--- config.mk ---
export PLATFORM = sky130hd
export DESIGN_NAME = sorted_list_table
export DESIGN_NICKNAME = d
export VERILOG_FILES = /design/src/rtl/slt_pkg.sv /design/src/rtl/slt_ctrl.sv /design/src/rtl/slt_datapath.sv /design/src/rtl/sorted_list_table.sv
export VERILOG_INCLUDE_DIRS = /design/src /design/src/rtl
export SDC_FILE = /design/constraint.sdc
export NUM_CORES = 1
export LEC_CHECK = 0
export ABC_AREA = 1
export BUFFER_PORTS_ARGS = -buffer_cell sky130_fd_sc_hd__buf_2
export CAP_MARGIN = 20
export CORE_ASPECT_RATIO = 0.9
export CORE_MARGIN = 4
export CORE_UTILIZATION = 39
export DETAILED_ROUTE_END_ITERATION = 6
export PLACE_DENSITY = 0.51
export SLEW_MARGIN = 20
export SYNTH_ARGS = -nofsm -noshare
export SYNTH_HDL_FRONTEND = slang
export SYNTH_SLANG_ARGS = --single-unit
--- constraint.sdc ---
create_clock -name i_clk -period 4.5 [get_ports i_clk]
set_clock_uncertainty 0.15 [all_clocks]
set_input_delay 0.675 -clock i_clk [delete_from_list [all_inputs] [get_ports i_clk]]
set_output_delay 0.675 -clock i_clk [all_outputs]
set_load 0.05 [all_outputs]
--- src/rtl/assert_macros.svh ---
// Assertion helpers shared by the RTL.
`ifndef ASSERT_MACROS_SVH
`define ASSERT_MACROS_SVH

// Same-cycle implication, checked on the rising clock edge outside reset.
`define ASSERT_SAME(label, clk, rst_n, ante, cons) \
    label: assert property (@(posedge clk) disable iff (!(rst_n)) (ante) |-> (cons)) \
        else $error("same-cycle check failed");

// Next-cycle implication, checked on the rising clock edge outside reset.
`define ASSERT_NEXT(label, clk, rst_n, ante, cons) \
    label: assert property (@(posedge clk) disable iff (!(rst_n)) (ante) |=> (cons)) \
        else $error("next-cycle check failed");

`endif

--- src/rtl/slt_pkg.sv ---
package slt_pkg;

    localparam int CMD_W         = 2;
    localparam int STATUS_W      = 2;
    localparam int FOUND_INDEX_W = 4;
    localparam int COUNT_W       = 5;
    localparam int SUM_W         = 36;

    localparam logic [CMD_W-1:0] CMD_INSERT = 2'd0;
    localparam logic [CMD_W-1:0] CMD_REMOVE = 2'd1;
    localparam logic [CMD_W-1:0] CMD_SEARCH = 2'd2;
    localparam logic [CMD_W-1:0] CMD_BELOW  = 2'd3;

    localparam logic [STATUS_W-1:0] STATUS_OK        = 2'd0;
    localparam logic [STATUS_W-1:0] STATUS_NOT_FOUND = 2'd1;
    localparam logic [STATUS_W-1:0] STATUS_FULL      = 2'd2;

    // Commands from the controller to the datapath.
    typedef struct packed {
        logic load;   // capture a new item and set up the scan
        logic rd;     // issue a table read at the current scan position
        logic eval;   // act on the read data and advance the scan
        logic fin;    // commit the item and present its result
    } t_dp_ctrl;

    // Status from the datapath to the controller.
    typedef struct packed {
        logic stop;   // scan is over: nothing left to read or the item resolved early
    } t_dp_stat;

endpackage

--- src/rtl/slt_ctrl.sv ---
module slt_ctrl (
    input  logic              i_clk,
    input  logic              i_rst_n,
    input  logic              start,
    input  slt_pkg::t_dp_stat i_stat,
    output slt_pkg::t_dp_ctrl o_ctrl,
    output logic              busy
);
    import slt_pkg::*;

    localparam logic [1:0] S_IDLE = 2'd0;
    localparam logic [1:0] S_READ = 2'd1;
    localparam logic [1:0] S_EVAL = 2'd2;

    logic [1:0] r_state;
    logic [1:0] n_state;

    always_comb begin
        n_state = r_state;
        o_ctrl  = '0;
        unique case (r_state)
            S_IDLE: begin
                if (start) begin
                    o_ctrl.load = 1'b1;
                    n_state     = S_READ;
                end
            end
            S_READ: begin
                if (i_stat.stop) begin
                    o_ctrl.fin = 1'b1;
                    n_state    = S_IDLE;
                end else begin
                    o_ctrl.rd = 1'b1;
                    n_state   = S_EVAL;
                end
            end
            S_EVAL: begin
                o_ctrl.eval = 1'b1;
                n_state     = S_READ;
            end
            default: begin
                n_state = S_IDLE;
            end
        endcase
    end

    always_ff @(posedge i_clk) begin
        if (!i_rst_n) begin
            r_state <= S_IDLE;
        end else begin
            r_state <= n_state;
        end
    end

    assign busy = (r_state != S_IDLE);

endmodule

--- src/rtl/slt_datapath.sv ---
module slt_datapath #(
    parameter int DEPTH       = 16,
    parameter int VALUE_WIDTH = 32
) (
    input  logic                                 i_clk,
    input  logic                                 i_rst_n,
    input  logic [slt_pkg::CMD_W-1:0]            i_command,
    input  logic signed [VALUE_WIDTH-1:0]        i_value,
    input  slt_pkg::t_dp_ctrl                    i_ctrl,
    output slt_pkg::t_dp_stat                    o_stat,
    output logic                                 o_valid,
    output logic [slt_pkg::STATUS_W-1:0]         o_status,
    output logic [slt_pkg::FOUND_INDEX_W-1:0]    o_found_index,
    output logic [slt_pkg::COUNT_W-1:0]          o_count_below,
    output logic [slt_pkg::COUNT_W-1:0]          o_entry_count,
    output logic signed [slt_pkg::SUM_W-1:0]     o_total_sum
);
    import slt_pkg::*;

    localparam int IDX_W = $clog2(DEPTH);
    localparam int CNT_W = $clog2(DEPTH + 1);
    localparam int EXT_W = (VALUE_WIDTH > SUM_W) ? VALUE_WIDTH : SUM_W;

    logic [VALUE_WIDTH-1:0] mem [DEPTH];

    logic [CMD_W-1:0]              r_cmd;
    logic signed [VALUE_WIDTH-1:0] r_value;
    logic signed [VALUE_WIDTH-1:0] r_rdata;
    logic [CNT_W-1:0]              r_count;
    logic [SUM_W-1:0]              r_sum;
    logic [CNT_W-1:0]              r_left;
    logic [IDX_W-1:0]              r_ptr;
    logic                          r_done;
    logic                          r_found;
    logic [CNT_W-1:0]              r_below;
    logic [IDX_W-1:0]              r_hit_idx;
    logic                          r_valid;
    logic [STATUS_W-1:0]           r_status;
    logic [FOUND_INDEX_W-1:0]      r_found_index;
    logic [COUNT_W-1:0]            r_count_below;

    logic                          is_ins;
    logic                          is_rem;
    logic                          is_srch;
    logic                          is_below;
    logic                          full;
    logic                          d_lt;
    logic                          d_eq;
    logic [CNT_W-1:0]              left_m1;
    logic [IDX_W-1:0]              ptr_m1;
    logic [IDX_W-1:0]              rd_addr;
    logic signed [EXT_W-1:0]       v_ext;
    logic [SUM_W-1:0]              v_sum;
    logic                          we;
    logic [IDX_W-1:0]              waddr;
    logic [VALUE_WIDTH-1:0]        wdata;

    assign is_ins   = (r_cmd == CMD_INSERT);
    assign is_rem   = (r_cmd == CMD_REMOVE);
    assign is_srch  = (r_cmd == CMD_SEARCH);
    assign is_below = (r_cmd == CMD_BELOW);
    assign full     = (r_count == CNT_W'(DEPTH));
    assign d_lt     = (r_rdata < r_value);
    assign d_eq     = (r_rdata == r_value);
    assign left_m1  = r_left - 1'b1;
    assign ptr_m1   = r_ptr - 1'b1;
    // insert walks down from the top entry, the other commands walk up from zero
    assign rd_addr  = is_ins ? left_m1[IDX_W-1:0] : r_ptr;
    assign v_ext    = EXT_W'(r_value);
    assign v_sum    = v_ext[SUM_W-1:0];

    assign o_stat.stop = (r_left == '0) || r_done;

    always_comb begin
        we    = 1'b0;
        waddr = r_left[IDX_W-1:0];
        wdata = r_rdata;
        if (i_ctrl.eval) begin
            if (is_ins && !d_lt) begin
                // shift an entry that is not smaller up by one
                we = 1'b1;
            end else if (is_rem && r_found) begin
                // close the gap behind the removed entry
                we    = 1'b1;
                waddr = ptr_m1;
            end
        end else if (i_ctrl.fin && is_ins && !full) begin
            we    = 1'b1;
            wdata = r_value;
        end
    end

    always_ff @(posedge i_clk) begin
        if (we) begin
            mem[waddr] <= wdata;
        end
        if (i_ctrl.rd) begin
            r_rdata <= mem[rd_addr];
        end
    end

    always_ff @(posedge i_clk) begin
        if (i_ctrl.load) begin
            r_cmd     <= i_command;
            r_value   <= i_value;
            r_left    <= ((i_command == CMD_INSERT) && full) ? '0 : r_count;
            r_ptr     <= '0;
            r_done    <= 1'b0;
            r_found   <= 1'b0;
            r_below   <= '0;
            r_hit_idx <= '0;
        end else if (i_ctrl.eval) begin
            if (is_ins) begin
                if (d_lt) begin
                    r_done <= 1'b1;
                end else begin
                    r_left <= left_m1;
                end
            end else if (is_srch && d_eq) begin
                r_found   <= 1'b1;
                r_done    <= 1'b1;
                r_hit_idx <= r_ptr;
            end else begin
                if (is_rem && d_eq) begin
                    r_found <= 1'b1;
                end
                if (is_below && d_lt) begin
                    r_below <= r_below + 1'b1;
                end
                r_ptr  <= r_ptr + 1'b1;
                r_left <= left_m1;
            end
        end
    end

    always_ff @(posedge i_clk) begin
        if (i_ctrl.fin) begin
            r_found_index <= '0;
            r_count_below <= '0;
            case (r_cmd)
                CMD_INSERT: begin
                    r_status <= full ? STATUS_FULL : STATUS_OK;
                end
                CMD_REMOVE: begin
                    r_status <= r_found ? STATUS_OK : STATUS_NOT_FOUND;
                end
                CMD_SEARCH: begin
                    r_status <= r_found ? STATUS_OK : STATUS_NOT_FOUND;
                    if (r_found) begin
                        r_found_index <= FOUND_INDEX_W'(r_hit_idx);
                    end
                end
                default: begin
                    r_status      <= STATUS_OK;
                    r_count_below <= COUNT_W'(r_below);
                end
            endcase
        end
    end

    always_ff @(posedge i_clk) begin
        if (!i_rst_n) begin
            r_count <= '0;
            r_sum   <= '0;
            r_valid <= 1'b0;
        end else begin
            r_valid <= i_ctrl.fin;
            if (i_ctrl.fin) begin
                if (is_ins && !full) begin
                    r_count <= r_count + 1'b1;
                    r_sum   <= r_sum + v_sum;
                end else if (is_rem && r_found) begin
                    r_count <= r_count - 1'b1;
                    r_sum   <= r_sum - v_sum;
                end
            end
        end
    end

    assign o_valid       = r_valid;
    assign o_status      = r_status;
    assign o_found_index = r_found_index;
    assign o_count_below = r_count_below;
    assign o_entry_count = COUNT_W'(r_count);
    assign o_total_sum   = r_sum;

endmodule

--- src/rtl/sorted_list_table.sv ---
// Sorted table of signed values, kept in ascending order in a single-port
// style table memory (one write, one registered read per cycle).
// Issue an item by raising start with command and value while busy is low;
// the item is taken at that clock edge and busy rises on the next cycle.
// Commands: insert in order, remove first match, search, count entries below.
// The result comes back on the o_ ports for exactly one cycle, marked by
// o_valid; the receiver must take it then, it cannot stall the block.
// The scan reads at most the entry count of entries, one at a time: each entry
// is first read from the table port, then compared and, where needed, shifted;
// insert scans down from the top and stops at the first smaller entry,
// search stops at the first match, remove and count-below read every entry.
// A new item is taken only when the previous one has finished and busy is low.
// o_entry_count and o_total_sum always show the current table state.
// Reset empties the table and clears the sum; no clearing pass is needed,
// since only positions below the entry count are ever read.
module sorted_list_table #(
    parameter int DEPTH       = 16,
    parameter int VALUE_WIDTH = 32
) (
    input  logic                                 i_clk,
    input  logic                                 i_rst_n,
    input  logic                                 start,
    output logic                                 busy,
    input  logic [slt_pkg::CMD_W-1:0]            i_command,
    input  logic signed [VALUE_WIDTH-1:0]        i_value,
    output logic                                 o_valid,
    output logic [slt_pkg::STATUS_W-1:0]         o_status,
    output logic [slt_pkg::FOUND_INDEX_W-1:0]    o_found_index,
    output logic [slt_pkg::COUNT_W-1:0]          o_count_below,
    output logic [slt_pkg::COUNT_W-1:0]          o_entry_count,
    output logic signed [slt_pkg::SUM_W-1:0]     o_total_sum
);
    import slt_pkg::*;

    `include "assert_macros.svh"

    localparam logic [COUNT_W-1:0] FULL_COUNT = COUNT_W'(DEPTH);

    t_dp_ctrl ctrl;
    t_dp_stat stat;

    slt_ctrl u_ctrl (
        .i_clk   (i_clk),
        .i_rst_n (i_rst_n),
        .start   (start),
        .i_stat  (stat),
        .o_ctrl  (ctrl),
        .busy    (busy)
    );

    slt_datapath #(
        .DEPTH       (DEPTH),
        .VALUE_WIDTH (VALUE_WIDTH)
    ) u_dp (
        .i_clk         (i_clk),
        .i_rst_n       (i_rst_n),
        .i_command     (i_command),
        .i_value       (i_value),
        .i_ctrl        (ctrl),
        .o_stat        (stat),
        .o_valid       (o_valid),
        .o_status      (o_status),
        .o_found_index (o_found_index),
        .o_count_below (o_count_below),
        .o_entry_count (o_entry_count),
        .o_total_sum   (o_total_sum)
    );

    `ASSERT_NEXT(a_accept_busy, i_clk, i_rst_n, start && !busy, busy)
    `ASSERT_SAME(a_result_idle, i_clk, i_rst_n, o_valid, !busy)
    `ASSERT_NEXT(a_fin_strobe, i_clk, i_rst_n, ctrl.fin, o_valid && !busy)
    `ASSERT_SAME(a_full_count, i_clk, i_rst_n, o_valid && (o_status == STATUS_FULL), o_entry_count == FULL_COUNT)

endmodule

==> key figures <==
Synth
  – Yosys warning total: 0
  – Syn Std Cell Area: 29200 sq um
  – Netlist cell types: 52
  – Register area share after synthesis: 65.0%
  – Yosys top cell area share: 61.0%
  – Yosys reg bits: 653
  – Area leader, netlist: edfxtp_1
  – Avg Cell Area, Syn: 11.2 sq um
  – Cells after Synth: 2612
  – Top cells by area, synth: edfxtp_1 61%, o21ai_0 5.8%, nor2_1 5.3%
  – Mapped Nets: 2732

GRT
  – Overall global routing resource usage: 21.8%
  – Vias in the first global route: 20200
  – Largest net degree at the start of global routing: 190
  – Antenna violations before repair: 0
  – First-pass GRT wire length: 129000 microns
  – Grt total ovfl: 0

Outcome
  – Status: finished clean

Critical path
  – CP Capture Type: register
  – Crit path largest cell delay: 0.36 ns
  – Worst path slowest cell: edfxtp_1
  – Critical path arrival: 4.47 ns
  – CP Class: reg2reg
  – Critical Path RT: 4.84 ns
  – Crit path launch type: register
  – CP Max Fanout: 5
  – Critical Path, Cell by Cell: inv_1 > ha_1 > inv_1 > nor3_1 > nand3_1 > nor2_1 > nand3_1 > nor2_2 > nor2_1 > xor2_1 > ha_1 > nand2_1 > a21oi_1 > nor2_1 > o21ai_0 > a21oi_1 > nand2_1 > a21oi_1 > xnor2_1 > o21ai_0 > inv_1

Cells and area
  – Share of layout cells above drive strength 1: 12.7%
  – Post-Layout Cell Count: 3753
  – Most common cell after layout, fill and taps aside: edfxtp_1
  – Synth-to-layout area growth: 15.3%
  – Most frequent cells in the layout: 594 x edfxtp_1, 398 x nor2_1, 340 x o21ai_0, 288 x nand2_1, 157 x inv_1
  – Fin nets: 2859
  – Antenna cells: 0
  – Final core occ: 45.7%

Placement
  – Dpl cells: 3624
  – Final Wtd Congestion: 0.926
  – Port Buf Inserts: 90
  – Placement Setup Slack: 0.328 ns
  – HPWL Detailed: 53600 microns

Drt
  – Starting DRT DRC Count: 1700
  – Vias/cell: 5.57
  – DRT antenna net count: 0
  – Via count: 20900
  – WL/cell: 23.4 microns
  – Drt total wl: 87900 microns
  – DRT Pass-1 Iters: 7
  – Drt drc: 0

Timing
  – Worst slew margin: 25.9%
  – Worst setup margin: 0.367 ns
  – Worst Tran Pin Value: 1.10 ns
  – Fmax: 242 MHz
  – RSZ-0062 raised after global routing: false
  – Tmin final: 4.13 ns
  – Fin crit share: 91.8%
  – Max Slew Vio Count: 0
  – Final Hold Fails: 0
  – Setup TNS: 0 ns
  – # setup viols final: 0

Floorplan
  – Die Area: 79400 sq um
  – Initial Utilization: 39.6%
  – Die Wd: 297 microns
  – I/O pin cnt: 91
  – Chip height: 268 microns
  – Floorplan core area: 73700 sq um
  – Rows: 94

Power
  – Worst VDD drop: 0.244 mV
  – NetSw: 3.94 mW
  – PD cells: 432 nW/um^2
  – Logic pwr share: 13.8%
  – Flop pwr share: 47.5%
  – Sw frac: 27.1%
  – Power Internal: 10.6 mW
  – Power share of the clock group: 38.7%
  – Final Total Pwr: 14.6 mW
  – Leakage: 12.4 nW

Clock network
  – Clock sink total: 653
  – H-Tree Level Count: 3
  – Clk slew on worst S/H paths: 0.06 ns
  – Hold_buf cts: 0
  – Buffer depth of the longest clock path: 3
  – CTS Buf Count: 73
  – CTS tree: done
  – Clk_lat worst skew: 0.61 ns
  – Clock root cell: clkbuf_16

Hold path
  – Hold WC Path Type: in2reg

Job
  – Max-Cap Viols: 0
[synth_stat cells (all sizes together)]
master   instances
fa               2
o21bai           4
o221ai         102
dfxtp           59
o22ai           26
o21a             6
o2111ai          1
a21boi           5
a211oi           1
nand3b           1
a31oi            9
inv            172
xnor2            9
o31ai            1
nor3            24
and3             2
clkbuf          99
nand4           16
nand3          100
buf             29
ha              81
a41o             1
o21ai          373
o211ai          34
nor4             2
a21o             8
nor2           418
nand2          297
a21oi           80
edfxtp         594
or2              3
xor2            52
a41oi            1
[power groups by stage]
stage / Sequential (mW) / Combinational, mW / Clock, mW
after global placement: 7.05 / 1.96 / 0
final: 6.92 / 2.01 / 5.64
after CTS: 6.92 / 2.00 / 5.78
after global routing: 6.92 / 2.21 / 6.04
after floorplan: 7.02 / 1.26 / 0
after detailed placement: 7.04 / 2.00 / 0
[final cells by class]
type                            count  area [sq um]
Fill cell                        6648         40000
Clock buffer                       92          1960
Sequential cell                   653         19000
Clock inverter                     37           288
Tap cell                          960          1200
Multi-Input combinational cell   1659          9230
Inverter                          172           653
Timing Repair Buffer              180          1360
[worst paths after layout]
kind,from,end,slack (ns),depth (start not counted)
worst max-delay path,u_dp.r_value[1],u_dp.o_total_sum[27],0.37,21
worst min-delay path,i_value[27],u_dp.r_value[27],0.09,1
worst max register to register,u_dp.r_value[1],u_dp.o_total_sum[27],0.37,21
worst min register to register,u_dp.r_done,u_dp.r_done,0.32,1
[stage by stage]
stage          area, sq um  hold slack [ns]
6_report             33700           0.0923
5_1_grt              33700           0.0593
4_1_cts              33700           0.0544
3_5_place_dp         31400            0.308
3_3_place_gp         31400            0.303
2_1_floorplan        29200            0.291
[layer usage]
layer / share of wire [%] / vias up / track usage (%)
li1: - / 9689 / -
met1: 45 / 10400 / 30.7
met2: 47 / 663 / 35.9
met3: 5.5 / 123 / 3.08
met4: 2.2 / 0 / 5.41
met5: 0 / - / 0
[flip-flops by register name, summed over array words and instances (netlist names)]
name,cells
u_dp.mem,512
u_dp.o_total_sum,36
u_dp.r_rdata,32
u_dp.r_value,32
u_dp.o_count_below,5
u_dp.o_entry_count,5
u_dp.r_below,5
u_dp.r_left,5
u_dp.o_found_index,4
u_dp.r_hit_idx,4
u_dp.r_ptr,4
u_ctrl.r_state,2
u_dp.o_status,2
u_dp.r_cmd,2
u_dp.o_valid,1
u_dp.r_done,1
u_dp.r_found,1
[timing repair]
| action | 4_1_cts | 5_1_grt |
|---|---|---|
| setup endpoints to repair | 0 | 3 |
| hold endpoints to repair | 0 | 0 |
| resized for setup | 0 | 2 |
| buffers inserted | 0 | 0 |
[critical path, delay by kind of cell (launching register included)]
kind	cells	cell delay, ns
buffers and inverters	3	0.24
xor gates and xnor gates	2	0.36
adders and majority gates	2	0.51
AOI/OAI and AO/OA	5	0.85
DFF	1	0.36
and+or+nand+nor	9	1.53
[cells by family after synthesis]
logic type               synth area share (%)
flip-flops                               65.0
adder cells (fa/ha/maj)                  3.60
AO/OA/AOI/OAI                            13.3
buffers and inverters                    4.04
XOR/XNOR                                 1.83
AND/OR/NAND/NOR                          12.2
No activity file was read; power rests on OpenSTA's default activity.
